File: config.mk
export PLATFORM = sky130hd
export DESIGN_NAME = call_syntax_command_parser
export DESIGN_NICKNAME = d
export VERILOG_FILES = /design/src/rtl/ccp_pkg.sv /design/src/rtl/call_syntax_command_parser.sv /design/src/rtl/ccp_core.sv
export SDC_FILE = /design/constraint.sdc
export NUM_CORES = 1
export LEC_CHECK = 0
export BUFFER_PORTS_ARGS = -buffer_cell sky130_fd_sc_hd__buf_4
export CAP_MARGIN = 0
export CORE_MARGIN = 4
export CORE_UTILIZATION = 25
export DETAILED_ROUTE_END_ITERATION = 6
export PLACE_DENSITY = 0.42
export SYNTH_ARGS = -nofsm -noshare
export SYNTH_HDL_FRONTEND = slang
export SYNTH_SLANG_ARGS = --single-unit
File: constraint.sdc
create_clock -name clk -period 2.33 [get_ports clk]
set_input_delay 0.466 -clock clk [delete_from_list [all_inputs] [get_ports clk]]
set_output_delay 0.466 -clock clk [all_outputs]
set_load 0.05 [all_outputs]
File: src/rtl/ccp_pkg.sv
package ccp_pkg;

  localparam int MAX_FIELD_LEN_DEF = 64;
  localparam int MAX_ARGS_DEF      = 8;

  localparam int CHAR_W  = 8;
  localparam int EVENT_W = 3;
  localparam int SLOT_W  = 3;
  localparam int POS_W   = 6;
  localparam int TOTAL_W = 4;

  // stored_char, argument_slot, char_position, argument_total, padded to bytes
  localparam int OUT_FIELDS_W = CHAR_W + SLOT_W + POS_W + TOTAL_W;
  localparam int OUT_TDATA_W  = ((OUT_FIELDS_W + 7) / 8) * 8;

  localparam logic [CHAR_W-1:0] CH_NUL    = 8'h00;
  localparam logic [CHAR_W-1:0] CH_OPEN   = 8'h28; // (
  localparam logic [CHAR_W-1:0] CH_COMMA  = 8'h2c; // ,
  localparam logic [CHAR_W-1:0] CH_CLOSE  = 8'h29; // )
  localparam logic [CHAR_W-1:0] CH_QUOTE  = 8'h22; // "
  localparam logic [CHAR_W-1:0] CH_SPACE  = 8'h20;

  typedef enum logic [EVENT_W-1:0] {
    EV_IGNORE      = 3'd0,
    EV_NAME_CHAR   = 3'd1,
    EV_ARG_CHAR    = 3'd2,
    EV_NAME_CLOSED = 3'd3,
    EV_ARG_CLOSED  = 3'd4,
    EV_SUCCESS     = 3'd5,
    EV_FAILURE     = 3'd6
  } event_t;

  typedef struct packed {
    event_t              event_code;
    logic [CHAR_W-1:0]   stored_char;
    logic [SLOT_W-1:0]   argument_slot;
    logic [POS_W-1:0]    char_position;
    logic [TOTAL_W-1:0]  argument_total;
  } result_t;

endpackage

File: src/rtl/call_syntax_command_parser.sv
// Channel | Ports                    | Contents
// input   | in_tvalid/tready/tdata   | tdata[7:0] text_byte; tuser[0] start_flag
// result  | out_tvalid/tready/tdata  | tdata: char, slot, position, total; tuser: event
//
// One text byte per cycle sustained while results are accepted; a byte's event
// passes through the input register, then the result register.
// The parse state (phase, position, argument count) sits in the core and
// advances when the input register hands its byte on to the result register.
// Reset (rst_n low, synchronous) empties both registers and leaves the parser
// finished, so bytes are ignored until one arrives with start_flag set.
// A stalled result holds; the input register still takes one more byte.
module call_syntax_command_parser import ccp_pkg::*; #(
  parameter int MAX_FIELD_LEN = MAX_FIELD_LEN_DEF,
  parameter int MAX_ARGS      = MAX_ARGS_DEF
) (
  input  logic                   clk,
  input  logic                   rst_n,
  input  logic                   in_tvalid,
  output logic                   in_tready,
  input  logic [CHAR_W-1:0]      in_tdata,   // [7:0] text_byte
  input  logic                   in_tuser,   // [0] start_flag
  output logic                   out_tvalid,
  input  logic                   out_tready,
  output logic [OUT_TDATA_W-1:0] out_tdata,  // [7:0] stored_char, [10:8] argument_slot,
                                             // [16:11] char_position,
                                             // [20:17] argument_total, rest zero
  output logic [EVENT_W-1:0]     out_tuser   // [2:0] event_code
);

  logic              s1_valid_r;
  logic [CHAR_W-1:0] s1_byte_r;
  logic              s1_start_r;
  logic              out_valid_r;
  result_t           out_res_r;
  result_t           core_res;
  logic              advance;
  logic              in_take;

  // Move the held byte on whenever the result register is free or draining.
  assign advance   = s1_valid_r && (!out_valid_r || out_tready);
  assign in_tready = !s1_valid_r || advance;
  assign in_take   = in_tvalid && in_tready;

  ccp_core #(
    .MAX_FIELD_LEN (MAX_FIELD_LEN),
    .MAX_ARGS      (MAX_ARGS)
  ) u_core (
    .clk        (clk),
    .rst_n      (rst_n),
    .item_go    (advance),
    .text_byte  (s1_byte_r),
    .start_flag (s1_start_r),
    .result     (core_res)
  );

  // Input register: hold the byte until the core takes it.
  always_ff @(posedge clk) begin
    if (!rst_n) begin
      s1_valid_r <= 1'b0;
    end else if (in_take) begin
      s1_valid_r <= 1'b1;
    end else if (advance) begin
      s1_valid_r <= 1'b0;
    end
  end

  always_ff @(posedge clk) begin
    if (in_take) begin
      s1_byte_r  <= in_tdata;
      s1_start_r <= in_tuser;
    end
  end

  // Result register: load on advance, drop once the transaction completes.
  always_ff @(posedge clk) begin
    if (!rst_n) begin
      out_valid_r <= 1'b0;
    end else if (advance) begin
      out_valid_r <= 1'b1;
    end else if (out_tready) begin
      out_valid_r <= 1'b0;
    end
  end

  always_ff @(posedge clk) begin
    if (advance) begin
      out_res_r <= core_res;
    end
  end

  assign out_tvalid = out_valid_r;
  assign out_tuser  = out_res_r.event_code;
  assign out_tdata  = {{(OUT_TDATA_W - OUT_FIELDS_W){1'b0}},
                       out_res_r.argument_total,
                       out_res_r.char_position,
                       out_res_r.argument_slot,
                       out_res_r.stored_char};

endmodule

File: src/rtl/ccp_core.sv
module ccp_core import ccp_pkg::*; #(
  parameter int MAX_FIELD_LEN = MAX_FIELD_LEN_DEF,
  parameter int MAX_ARGS      = MAX_ARGS_DEF
) (
  input  logic              clk,
  input  logic              rst_n,
  input  logic              item_go,
  input  logic [CHAR_W-1:0] text_byte,
  input  logic              start_flag,
  output result_t           result
);

  localparam int PW = $clog2(MAX_FIELD_LEN + 1);
  localparam int AW = $clog2(MAX_ARGS + 1);

  typedef enum logic [1:0] {
    PH_NAME   = 2'd0,
    PH_ARGS   = 2'd1,
    PH_QUOTED = 2'd2,
    PH_DONE   = 2'd3
  } phase_t;

  phase_t          phase_r, phase_nxt, ph_eff;
  logic [PW-1:0]   pos_cnt_r, pos_cnt_nxt, pos_eff, pos_inc;
  logic [AW-1:0]   arg_cnt_r, arg_cnt_nxt, arg_eff, arg_inc;

  always_comb begin
    ph_eff  = start_flag ? PH_NAME : phase_r;
    pos_eff = start_flag ? '0 : pos_cnt_r;
    arg_eff = start_flag ? '0 : arg_cnt_r;
    pos_inc = pos_eff + PW'(1);
    arg_inc = arg_eff + AW'(1);

    phase_nxt   = ph_eff;
    pos_cnt_nxt = pos_eff;
    arg_cnt_nxt = arg_eff;
    result      = '{EV_IGNORE, '0, '0, '0, '0};

    if (ph_eff == PH_DONE) begin
      // finished: hold everything
    end else if (text_byte == CH_NUL || pos_eff >= PW'(MAX_FIELD_LEN)) begin
      phase_nxt         = PH_DONE;
      result.event_code = EV_FAILURE;
    end else begin
      unique case (ph_eff)
        PH_NAME: begin
          if (text_byte == CH_OPEN) begin
            result.event_code    = EV_NAME_CLOSED;
            result.char_position = POS_W'(pos_eff);
            phase_nxt            = PH_ARGS;
            pos_cnt_nxt          = '0;
          end else begin
            result.event_code    = EV_NAME_CHAR;
            result.stored_char   = text_byte;
            result.char_position = POS_W'(pos_eff);
            pos_cnt_nxt          = pos_inc;
          end
        end
        PH_ARGS: begin
          if (text_byte == CH_COMMA) begin
            arg_cnt_nxt = arg_inc;
            pos_cnt_nxt = '0;
            if (arg_inc >= AW'(MAX_ARGS)) begin
              phase_nxt         = PH_DONE;
              result.event_code = EV_FAILURE;
            end else begin
              result.event_code    = EV_ARG_CLOSED;
              result.argument_slot = SLOT_W'(arg_eff);
              result.char_position = POS_W'(pos_eff);
            end
          end else if (text_byte == CH_CLOSE) begin
            result.event_code     = EV_SUCCESS;
            result.argument_slot  = SLOT_W'(arg_eff);
            result.char_position  = POS_W'(pos_eff);
            result.argument_total = TOTAL_W'(arg_inc);
            phase_nxt             = PH_DONE;
          end else if (text_byte == CH_QUOTE) begin
            phase_nxt = PH_QUOTED;
          end else if (text_byte == CH_SPACE) begin
            // drop spaces outside quotes
          end else begin
            result.event_code    = EV_ARG_CHAR;
            result.stored_char   = text_byte;
            result.argument_slot = SLOT_W'(arg_eff);
            result.char_position = POS_W'(pos_eff);
            pos_cnt_nxt          = pos_inc;
          end
        end
        PH_QUOTED: begin
          if (text_byte == CH_QUOTE) begin
            phase_nxt = PH_ARGS;
          end else begin
            result.event_code    = EV_ARG_CHAR;
            result.stored_char   = text_byte;
            result.argument_slot = SLOT_W'(arg_eff);
            result.char_position = POS_W'(pos_eff);
            pos_cnt_nxt          = pos_inc;
          end
        end
        default: begin
          phase_nxt = PH_DONE;
        end
      endcase
    end
  end

  always_ff @(posedge clk) begin
    if (!rst_n) begin
      phase_r   <= PH_DONE;
      pos_cnt_r <= '0;
      arg_cnt_r <= '0;
    end else if (item_go) begin
      phase_r   <= phase_nxt;
      pos_cnt_r <= pos_cnt_nxt;
      arg_cnt_r <= arg_cnt_nxt;
    end
  end

  a_fail_finishes: assert property (@(posedge clk) disable iff (!rst_n)
    item_go && result.event_code == EV_FAILURE |=> phase_r == PH_DONE)
    else $error("failure did not finish the command");

  a_done_idle: assert property (@(posedge clk) disable iff (!rst_n)
    item_go && phase_r == PH_DONE && !start_flag |=> $stable(pos_cnt_r) && $stable(arg_cnt_r))
    else $error("counters moved after finish");

  a_pos_bound: assert property (@(posedge clk) disable iff (!rst_n)
    item_go && result.event_code != EV_FAILURE |=> pos_cnt_r <= PW'(MAX_FIELD_LEN))
    else $error("position count beyond field length");

  a_args_bound: assert property (@(posedge clk) disable iff (!rst_n)
    item_go && phase_nxt != PH_DONE |=> arg_cnt_r < AW'(MAX_ARGS))
    else $error("argument count reached limit while parsing");

endmodule

==> impl_metrics.toml, run 1 <==
[status]
status = "complete, no violations"

[synthesis]
synth_warnings = 0
synth.avg_cell_area_um2 = 10.1
synth-seq-cells = 48
ys_seq_area_frac = 0.487
synth_top_area_cell = "edfxtp_1"
synth-async-reset-ratio = 0
synth_common_cells = "33 x edfxtp_1, 25 x nand2_1, 17 x nor2_1"
synth-main-ff-cell = "edfxtp_1"
synth_top_area_share = 0.373
synth_cell_types = 63
netlist_top_cells_area = "edfxtp_1 37%, dfxtp_1 11%, ha_1 3.8%"
synth.most_common_cell = "edfxtp_1"
synth_area_um2 = 2650
syn_inst = 264
synth_edf_count = 33

[global_routing]
grt_util_all_layers = 0.120
grt_pass1_wl_um = 12000
grt_overflow = 0
antenna_found_initial = 0
grt_pass1_vias = 2325
grt_max_degree = 24

[placed_design]
dpl.hpwl_um = 5620
gp_congestion = 0.796
port_buffers = 38
placed_cell_area_um2 = 3340

[timing]
holdWs_ps = 334
layout_min_cycle_time_ps = 2260
drv_slew = 0
finalSetupTns_ps = 0
setup_violations = 0
fmax_ghz = 0.443
rsz0062_at_grt = "true"
fin_worst_skew_ps = 7.32
final_hold_viol_count = 0
post-route-period-util = 0.970

[detailed_routing]
drtIter0Drc = 94
drtAntennaViolNets = 0
wirelength_um = 7290
remaining_drc_errors = 0
routed-via-count = 2248
first_pass_iters = 4
avgRoutedWirePerCell_um = 15.5
routed_via_density = 4.78

[floorplanning]
die_h_um = 111
io_pins = 42
rows = 37
initial_core_util = 0.257
die_width_um = 111
design.core.area_um2 = 10300
dieArea_um2 = 12300

[power_and_ir_drop]
leakagePower_nw = 1.35
power_density_nw_per_um2 = 551
vdd_ir_drop_max_mv = 0.293

[worst_setup_path]
cp.arrival_ps = 2450
critPathLaunchType = "flop"
crit_type = "reg2reg"
cp.required_ps = 2520
cp_max_fo = 4
reg2reg_slack_ps = 70
worst_setup_path_end_kind = "flop"

[clocking]
clock_latency_ps = 300
ctsHoldBuffers = 0
htreeDepth = 2
cts_root_buffer = "clkbuf_8"
post-cts-setup-buffer-count = 0
clkTransAtPathRegs_ps = 90
cts_tree = "built"
cts_sinks = 48
cts_made_buffers = 5
cts_max_path_buffers = 2

[final_layout]
fill_cells = 1085
finalInstanceArea_um2 = 3500
regArea_um2 = 1290
fin_nets = 354
multiInputGateArea_um2 = 1340
antenna_cells = 0
drive_above_1_share = 0.296
area_delta_synth_final_pct = 31.7

[min_path]
min_path_type = "in2reg"

[flow_run]
drv_cap = 0
## logic make-up after synthesis
logic type	after synthesis	synth area share
AO/OA/AOI/OAI	71	0.197
adder cells (fa/ha/maj)	8	0.0377
flip-flops	48	0.487
other	1	0.00141
multiplexers	1	0.00377
XOR/XNOR	4	0.0132
AND/OR/NAND/NOR	105	0.216
buffers and inverters	26	0.0448
## worst max-delay path, stage by stage, from the launching register on
cell	delay [ps]
edfxtp_1	400
or4b_4	560
or3_4	380
buf_4	180
a2111oi_4	350
o221a_1	230
a21oi_1	60
## flip-flops by register name, summed over array words and instances, names as in the netlist
register / flops
s1_byte_r: 8
u_core.arg_cnt_r: 4
u_core.pos_cnt_r: 7
u_core.phase_r: 2
out_tuser: 3
out_tvalid: 1
s1_start_r: 1
out_tdata: 21
s1_valid_r: 1
## where the power goes
part / switching, W / internal, W / total, W
sequential: 0.0000207 / 0.000957 / 0.000978
clock: 0.000284 / 0.000210 / 0.000494
combinational: 0.000283 / 0.000173 / 0.000456
## timing repair
| action | in CTS | in global routing |
|---|---|---|
| endpoints found under the setup margin | 6 | 24 |
| cloned | 0 | 0 |
| pin swaps | 1 | 4 |
| gates resized for setup | 3 | 11 |
## layout make-up
cell class	instances	area share
well taps	136	0.0487
clock inverters	2	0.00358
flip-flops and latches	48	0.369
multi-input cells	192	0.382
clock buffers	6	0.0208
repair buffers	75	0.163
inverters	11	0.0122
## cell usage in the layout, fill, tap and decap left out, types with 2 or more instances in the layout
cell type and instances:
buf_4 73, edfxtp_1 33, nand2_1 25, nor2_1 16
dfxtp_1 15, a21oi_1 12, nor2b_1 11, inv_1 10
nand3_1 9, o21ai_0 9, nor3_1 8, ha_1 8
and3_1 7, o21a_1 5, o21ai_1 5, clkbuf_8 5
nand2b_1 4, and2_1 4, a31oi_1 4, a211oi_1 3
and4b_1 3, o2111ai_1 3, a22oi_1 3, nand4_1 3
conb_1 3, clkinv_2 2, nand3b_1 2, or3b_4 2
xor2_1 2, a41oi_1 2, a21boi_1 2, or3_1 2
xnor2_1 2, a32o_1 2, buf_6 2
## metrics by stage
stage | cells | setup WS (ps) | power (W) | utilization
after floorplan | 266 | -4.38 | 0.00127 | -
after global placement | 462 | -23.9 | 0.00144 | 0.323
after detailed placement | 462 | -27.4 | 0.00144 | 0.323
after CTS | 470 | 21.2 | 0.00195 | 0.333
after global routing | 470 | -15.5 | 0.00203 | 0.339
final | 470 | 70.2 | 0.00193 | 0.339
## metal layers
layer | GRT usage | vias up | wire length, um
met1 | 0.158 | 1078 | 3430
li1 | - | 1119 | -
met4 | 0.0397 | 0 | 98
met5 | 0 | - | 0
met2 | 0.200 | 44 | 3530
met3 | 0.0207 | 7 | 228
## path summary, 6_finish.rpt
check | startpoint | to | cells after the start
worst max-delay path | s1_byte_r[6]$_DFFE_PP_ | u_core.phase_r[0]$_SDFFE_PN1P_ | 6
worst min-delay path | in_tdata[3] | s1_byte_r[3]$_DFFE_PP_ | 1
worst max register to register | s1_byte_r[6]$_DFFE_PP_ | u_core.phase_r[0]$_SDFFE_PN1P_ | 6
worst min register to register | u_core.arg_cnt_r[3]$_SDFFE_PN0P_ | u_core.arg_cnt_r[3]$_SDFFE_PN0P_ | 2
No activity file was read; power rests on OpenSTA's default activity.
==> run 2, diff against run 1 <==
--- a/config.mk
+++ b/config.mk
@@ -12,2 +12,3 @@
 export DETAILED_ROUTE_END_ITERATION = 6
+export GPL_TIMING_DRIVEN = 0
 export PLACE_DENSITY = 0.42
--- a/constraint.sdc
+++ b/constraint.sdc
@@ -3,2 +3,2 @@
 set_output_delay 0.466 -clock clk [all_outputs]
-set_load 0.05 [all_outputs]
+set_load 0.01 [all_outputs]
==> impl_metrics.toml, run 2 (synthesized netlist as in run 1, its figures left out) <==
[timing]
setup_violations = 0
post-route-period-util = 0.999
rsz0062_at_grt = "true"
fmax_ghz = 0.430
drv_slew = 0
max_slew_margin = 0.590
layout_min_cycle_time_ps = 2330
finalSetupTns_ps = 0
fin_worst_skew_ps = 15.3
final_hold_viol_count = 0
worst_pin_slew_ps = 612

[final_layout]
layout_commonest_cell = "buf_4"
largest_reg_flops = 21
final_cell_mix = "66 x buf_4, 33 x edfxtp_1, 23 x nand2_1"
area_delta_synth_final_pct = 36.3
antenna_cells = 0
fin_nets = 356
drive_above_1_share = 0.327
fill_cells = 1044
finalInstanceArea_um2 = 3620

[worst_setup_path]
path_cells = "buf_6 -> or3b_4 -> or3_4 -> o22a_4 -> or2_4 -> and3_1"
cp_max_fo = 6
cp.arrival_ps = 2390
crit_type = "reg2reg"
slowest_delay_ps = 440
critPathLaunchType = "flop"
cp_slowest_cell = "or3_4"
cp.required_ps = 2400
worst_setup_path_end_kind = "flop"

[floorplanning]
die_width_um = 111
initial_core_util = 0.257
rows = 37
dieArea_um2 = 12300
die_h_um = 111
design.core.area_um2 = 10300
io_pins = 42

[detailed_routing]
avgRoutedWirePerCell_um = 16.0
drtIter0Drc = 64
routed-via-count = 2297
routed_via_density = 4.87
first_pass_iters = 4
wirelength_um = 7530
remaining_drc_errors = 0
drtAntennaViolNets = 0

[clocking]
clock_latency_ps = 310
cts_root_buffer = "clkbuf_8"
htreeDepth = 2
cts_made_buffers = 5
clkTransAtPathRegs_ps = 90
cts_sinks = 48
cts_max_path_buffers = 2
cts_tree = "built"

[global_routing]
grt_util_all_layers = 0.121
grt_pass1_vias = 2382
grt_overflow = 0
antenna_found_initial = 0
grt_max_degree = 32
grt_pass1_wl_um = 12100

[power_and_ir_drop]
power_density_nw_per_um2 = 533
total_power_w = 0.00193
leakagePower_nw = 1.37
vdd_ir_drop_max_mv = 0.243

[placed_design]
dpl.hpwl_um = 5260
placed_cell_area_um2 = 3140
port_buffers = 38
gp_congestion = 0.799

[min_path]
min_path_type = "in2reg"

[status]
status = "complete, no violations"

[flow_run]
drv_cap = 0
==> run 2: per-stage QoR <==
stage                      util  worst slack, ps  instances  hold WS, ps
after floorplan               -            -4.38        266          440
after global placement    0.304             -690        440          455
after detailed placement  0.304             -715        440          454
after CTS                 0.343            -53.0        467          324
after global routing      0.350            -86.4        472          317
final                     0.350             2.72        472          335
==> run 2: repair_timing <==
action	CTS	global route
setup buffers	21	6
pin swaps	8	10
hold buffers	0	0
gates resized for setup	31	8
endpoints found under the setup margin	36	24
==> run 2: path summary, 6_finish.rpt <==
| path | slack (ps) | cells after the start | startpoint | endpoint |
|---|---|---|---|---|
| hold reg to reg | 470 | 2 | u_core.arg_cnt_r[3]$_SDFFE_PN0P_ | u_core.arg_cnt_r[3]$_SDFFE_PN0P_ |
| setup reg to reg | 3 | 6 | s1_byte_r[0]$_DFFE_PP_ | out_tdata[5]$_SDFFCE_PP0P_ |
| hold / removal | 340 | 1 | in_tdata[4] | s1_byte_r[4]$_DFFE_PP_ |
| setup / recovery | 3 | 6 | s1_byte_r[0]$_DFFE_PP_ | out_tdata[5]$_SDFFCE_PP0P_ |
==> run 2: area by class of cell <==
class | instances | area, um^2 | share of cell area
buffer | 12 | 92.6 | 0.0256
clock buffer | 7 | 86.3 | 0.0239
clock inverter | 1 | 7.51 | 0.00208
inverter | 11 | 50.0 | 0.0138
multi-input combinational | 192 | 1400 | 0.388
sequential | 48 | 1290 | 0.357
tap | 136 | 170 | 0.0471
timing repair buffer | 65 | 517 | 0.143
==> run 2: critical path, delay by kind of cell, from the launching register on <==
kind / cells / cell delay (ps)
compound gates: 1 / 280
buf+inv: 1 / 140
flops: 1 / 390
simple gates: 4 / 1270
==> run 2: power by group <==
| group | switching [W] | internal [W] |
|---|---|---|
| Sequential | 0.0000230 | 0.000957 |
| Combinational | 0.000225 | 0.000189 |
| Clock | 0.000291 | 0.000242 |
| Total | 0.000539 | 0.00139 |
==> run 2: metal layers <==
layer  vias up  GRT usage  part of all wire
li1       1124          -                 -
met1      1103      0.152              0.46
met2        61      0.209              0.49
met3         9     0.0218             0.039
met4         0     0.0414             0.019
met5         -          0                 0
==> run 3, diff against run 2 <==
Settings changed: GPL_ROUTABILITY_DRIVEN set to 1, SYNTH_HIERARCHICAL set to 1.
==> impl_metrics.toml, run 3 <==
[placed_design]
gp_congestion = 0.874
port_buffers = 38
place_inst = 452
dpl.hpwl_um = 5530

[worst_setup_path]
cp_slowest_cell = "edfxtp_1"
crit_path_start = "s1_start_r$_DFFE_PP_"
slowest_delay_ps = 440
reg2reg_from = "s1_start_r$_DFFE_PP_"
cp.required_ps = 2490
path_cells = "clkinv_4 -> nand2_4 -> ha_4 -> or3b_4 -> a2111oi_4 -> buf_4 -> nor2_4 -> o311ai_2 -> o211ai_1"
cp.arrival_ps = 2440
rr_endpoint = "u_core/phase_r[1]$_SDFFE_PN1P_"
critPathLaunchType = "flop"
crit_type = "reg2reg"
worst_setup_path_end_kind = "flop"
cp_max_fo = 3
reg2reg_slack_ps = 50
r2r_cells = 9
endpoint = "u_core/phase_r[1]$_SDFFE_PN1P_"

[power_and_ir_drop]
clockPowerShare = 0.273
comb_power_share = 0.210
power_switching_w = 0.000547
power_density_nw_per_um2 = 537
vdd_ir_drop_max_mv = 0.216
switching_share = 0.287
internal-power_w = 0.00136
total_power_w = 0.00191
seqPwrFrac = 0.516
leakagePower_nw = 1.35

[synthesis]
synth-main-ff-cell = "edfxtp_1"
synth-seq-cells = 48
synth-async-reset-ratio = 0
synth_edf_count = 33
synth_warnings = 6
synth_top_area_cell = "edfxtp_1"
netlist_top_cells_area = "edfxtp_1 37%, dfxtp_1 11%, nand2_1 4.4%"
synth_cell_types = 58
syn_inst = 276
ys_seq_area_frac = 0.476
synth_common_cells = "33 x edfxtp_1, 32 x nand2_1, 18 x nor2_1"
synth.most_common_cell = "edfxtp_1"
synth.avg_cell_area_um2 = 9.83
synth_area_um2 = 2710
synth_top_area_share = 0.365

[min_path]
min_path_type = "in2reg"

[global_routing]
grt_pass1_vias = 2340
grt_pass1_wl_um = 12700
grt_util_all_layers = 0.126
antenna_found_initial = 0
grt_max_degree = 15
grt_overflow = 0

[final_layout]
post-route-util = 0.339
regArea_um2 = 1290
antenna_cells = 0
area_delta_synth_final_pct = 30.8
instances_no_fill = 473
fill_cells = 1106
final_cell_mix = "56 x buf_4, 33 x edfxtp_1, 30 x nand2_1"
drive_above_1_share = 0.303
largest_reg_flops = 21
fin_nets = 357
multiInputGateArea_um2 = 1460
layout_commonest_cell = "buf_4"

[timing]
layout_min_cycle_time_ps = 2280
holdWs_ps = 337
final_hold_viol_count = 0
setup_violations = 0
post-route-period-util = 0.978
max_slew_margin = 0.439
fmax_ghz = 0.439
fin_worst_skew_ps = 4.12
worst_pin_slew_ps = 841
rsz0062_at_grt = "true"
drv_slew = 0

[floorplanning]
dieArea_um2 = 12600
initial_core_util = 0.259
rows = 37
io_pins = 42
design.core.area_um2 = 10500
die_h_um = 112
die_width_um = 112

[detailed_routing]
first_pass_iters = 4
remaining_drc_errors = 0
routed_via_density = 4.94
routed-via-count = 2336
drtAntennaViolNets = 0
drtIter0Drc = 133
avgRoutedWirePerCell_um = 16.7
wirelength_um = 7890

[clocking]
ctsHoldBuffers = 0
htreeDepth = 2
cts_max_path_buffers = 2
cts_made_buffers = 5
cts_root_buffer = "clkbuf_8"
clock_latency_ps = 300
cts_sinks = 48
cts_tree = "built"
clkTransAtPathRegs_ps = 90

[status]
status = "complete, no violations"

[flow_run]
drv_cap = 0
## run 3: cell types whose count changed in the layout (fill, tap and decap cells not counted), moves of 5 or more
cell	delta
buf_4	-10
nand2_1	+7
o21ai_1	-5
o22ai_1	+6
## run 3: cell families after synthesis
| group | Yosys count | synth area share |
|---|---|---|
| adders and majority gates | 8 | 0.0369 |
| xor gates and xnor gates | 4 | 0.0129 |
| DFF | 48 | 0.476 |
| AOI/OAI and AO/OA | 75 | 0.204 |
| and+or+nand+nor | 107 | 0.214 |
| muxes | 1 | 0.00369 |
| other | 1 | 0.00138 |
| buffers and inverters | 32 | 0.0512 |
## run 3: per-layer routing
metal  vias up  track usage  wire [um]
met5         -            0          0
met2        69        0.204       3720
met4         0       0.0417        138
li1       1140            -          -
met1      1118        0.168       3640
met3         9       0.0243        399
## run 3: layout make-up
type | count | share of cell area
clock buffers | 6 | 0.0233
well taps | 136 | 0.0480
repair buffers | 53 | 0.112
flip-flops and latches | 48 | 0.364
inverters | 15 | 0.0173
plain buffers | 14 | 0.0226
clock inverters | 2 | 0.00282
multi-input cells | 199 | 0.410
## run 3: metrics by stage
step | setup slack, ps | TNS [ps] | area (um^2)
floorplan | 27.7 | 0 | 2740
global placement | -766 | -11210 | 3200
detailed placement | -572 | -6060 | 3200
CTS | -11.0 | -23.4 | 3420
global route | -89.7 | -424 | 3550
finish | 50.9 | 0 | 3550
## run 3: power groups by stage
stage | clock [W] | sequential, W | combinational [W]
2_1_floorplan | 0 | 0.00101 | 0.000205
3_3_place_gp | 0 | 0.00100 | 0.000342
3_5_place_dp | 0 | 0.00100 | 0.000342
4_1_cts | 0.000552 | 0.000986 | 0.000371
5_1_grt | 0.000587 | 0.000990 | 0.000437
6_report | 0.000521 | 0.000985 | 0.000401
## run 3: worst min-delay path by stage
stage,from,endpoint,slack (ps),depth (start not counted)
2_1_floorplan,u_core/arg_cnt_r[3]$_SDFFE_PN0P_,u_core/arg_cnt_r[3]$_SDFFE_PN0P_,460,2
3_3_place_gp,u_core/arg_cnt_r[3]$_SDFFE_PN0P_,u_core/arg_cnt_r[3]$_SDFFE_PN0P_,470,2
3_5_place_dp,u_core/arg_cnt_r[3]$_SDFFE_PN0P_,u_core/arg_cnt_r[3]$_SDFFE_PN0P_,470,2
4_1_cts,in_tuser,s1_start_r$_DFFE_PP_,320,1
5_1_grt,in_tdata[7],s1_byte_r[7]$_DFFE_PP_,320,1
6_report,in_tuser,s1_start_r$_DFFE_PP_,340,1
## run 3: what timing repair did
item                                    CTS  global route
gates resized for setup                  17            19
gates cloned                              1             0
endpoints found under the setup margin   31            26
pin swaps                                 4            13
setup buffers                             6             9
## run 3: worst max-delay path: cells and delay by family, from the launching register on
kind / cells / cell delay, ps
AO/OA/AOI/OAI: 3 / 710
adder cells (fa/ha/maj): 1 / 170
buffers and inverters: 2 / 300
flip-flops: 1 / 440
AND/OR/NAND/NOR: 3 / 520
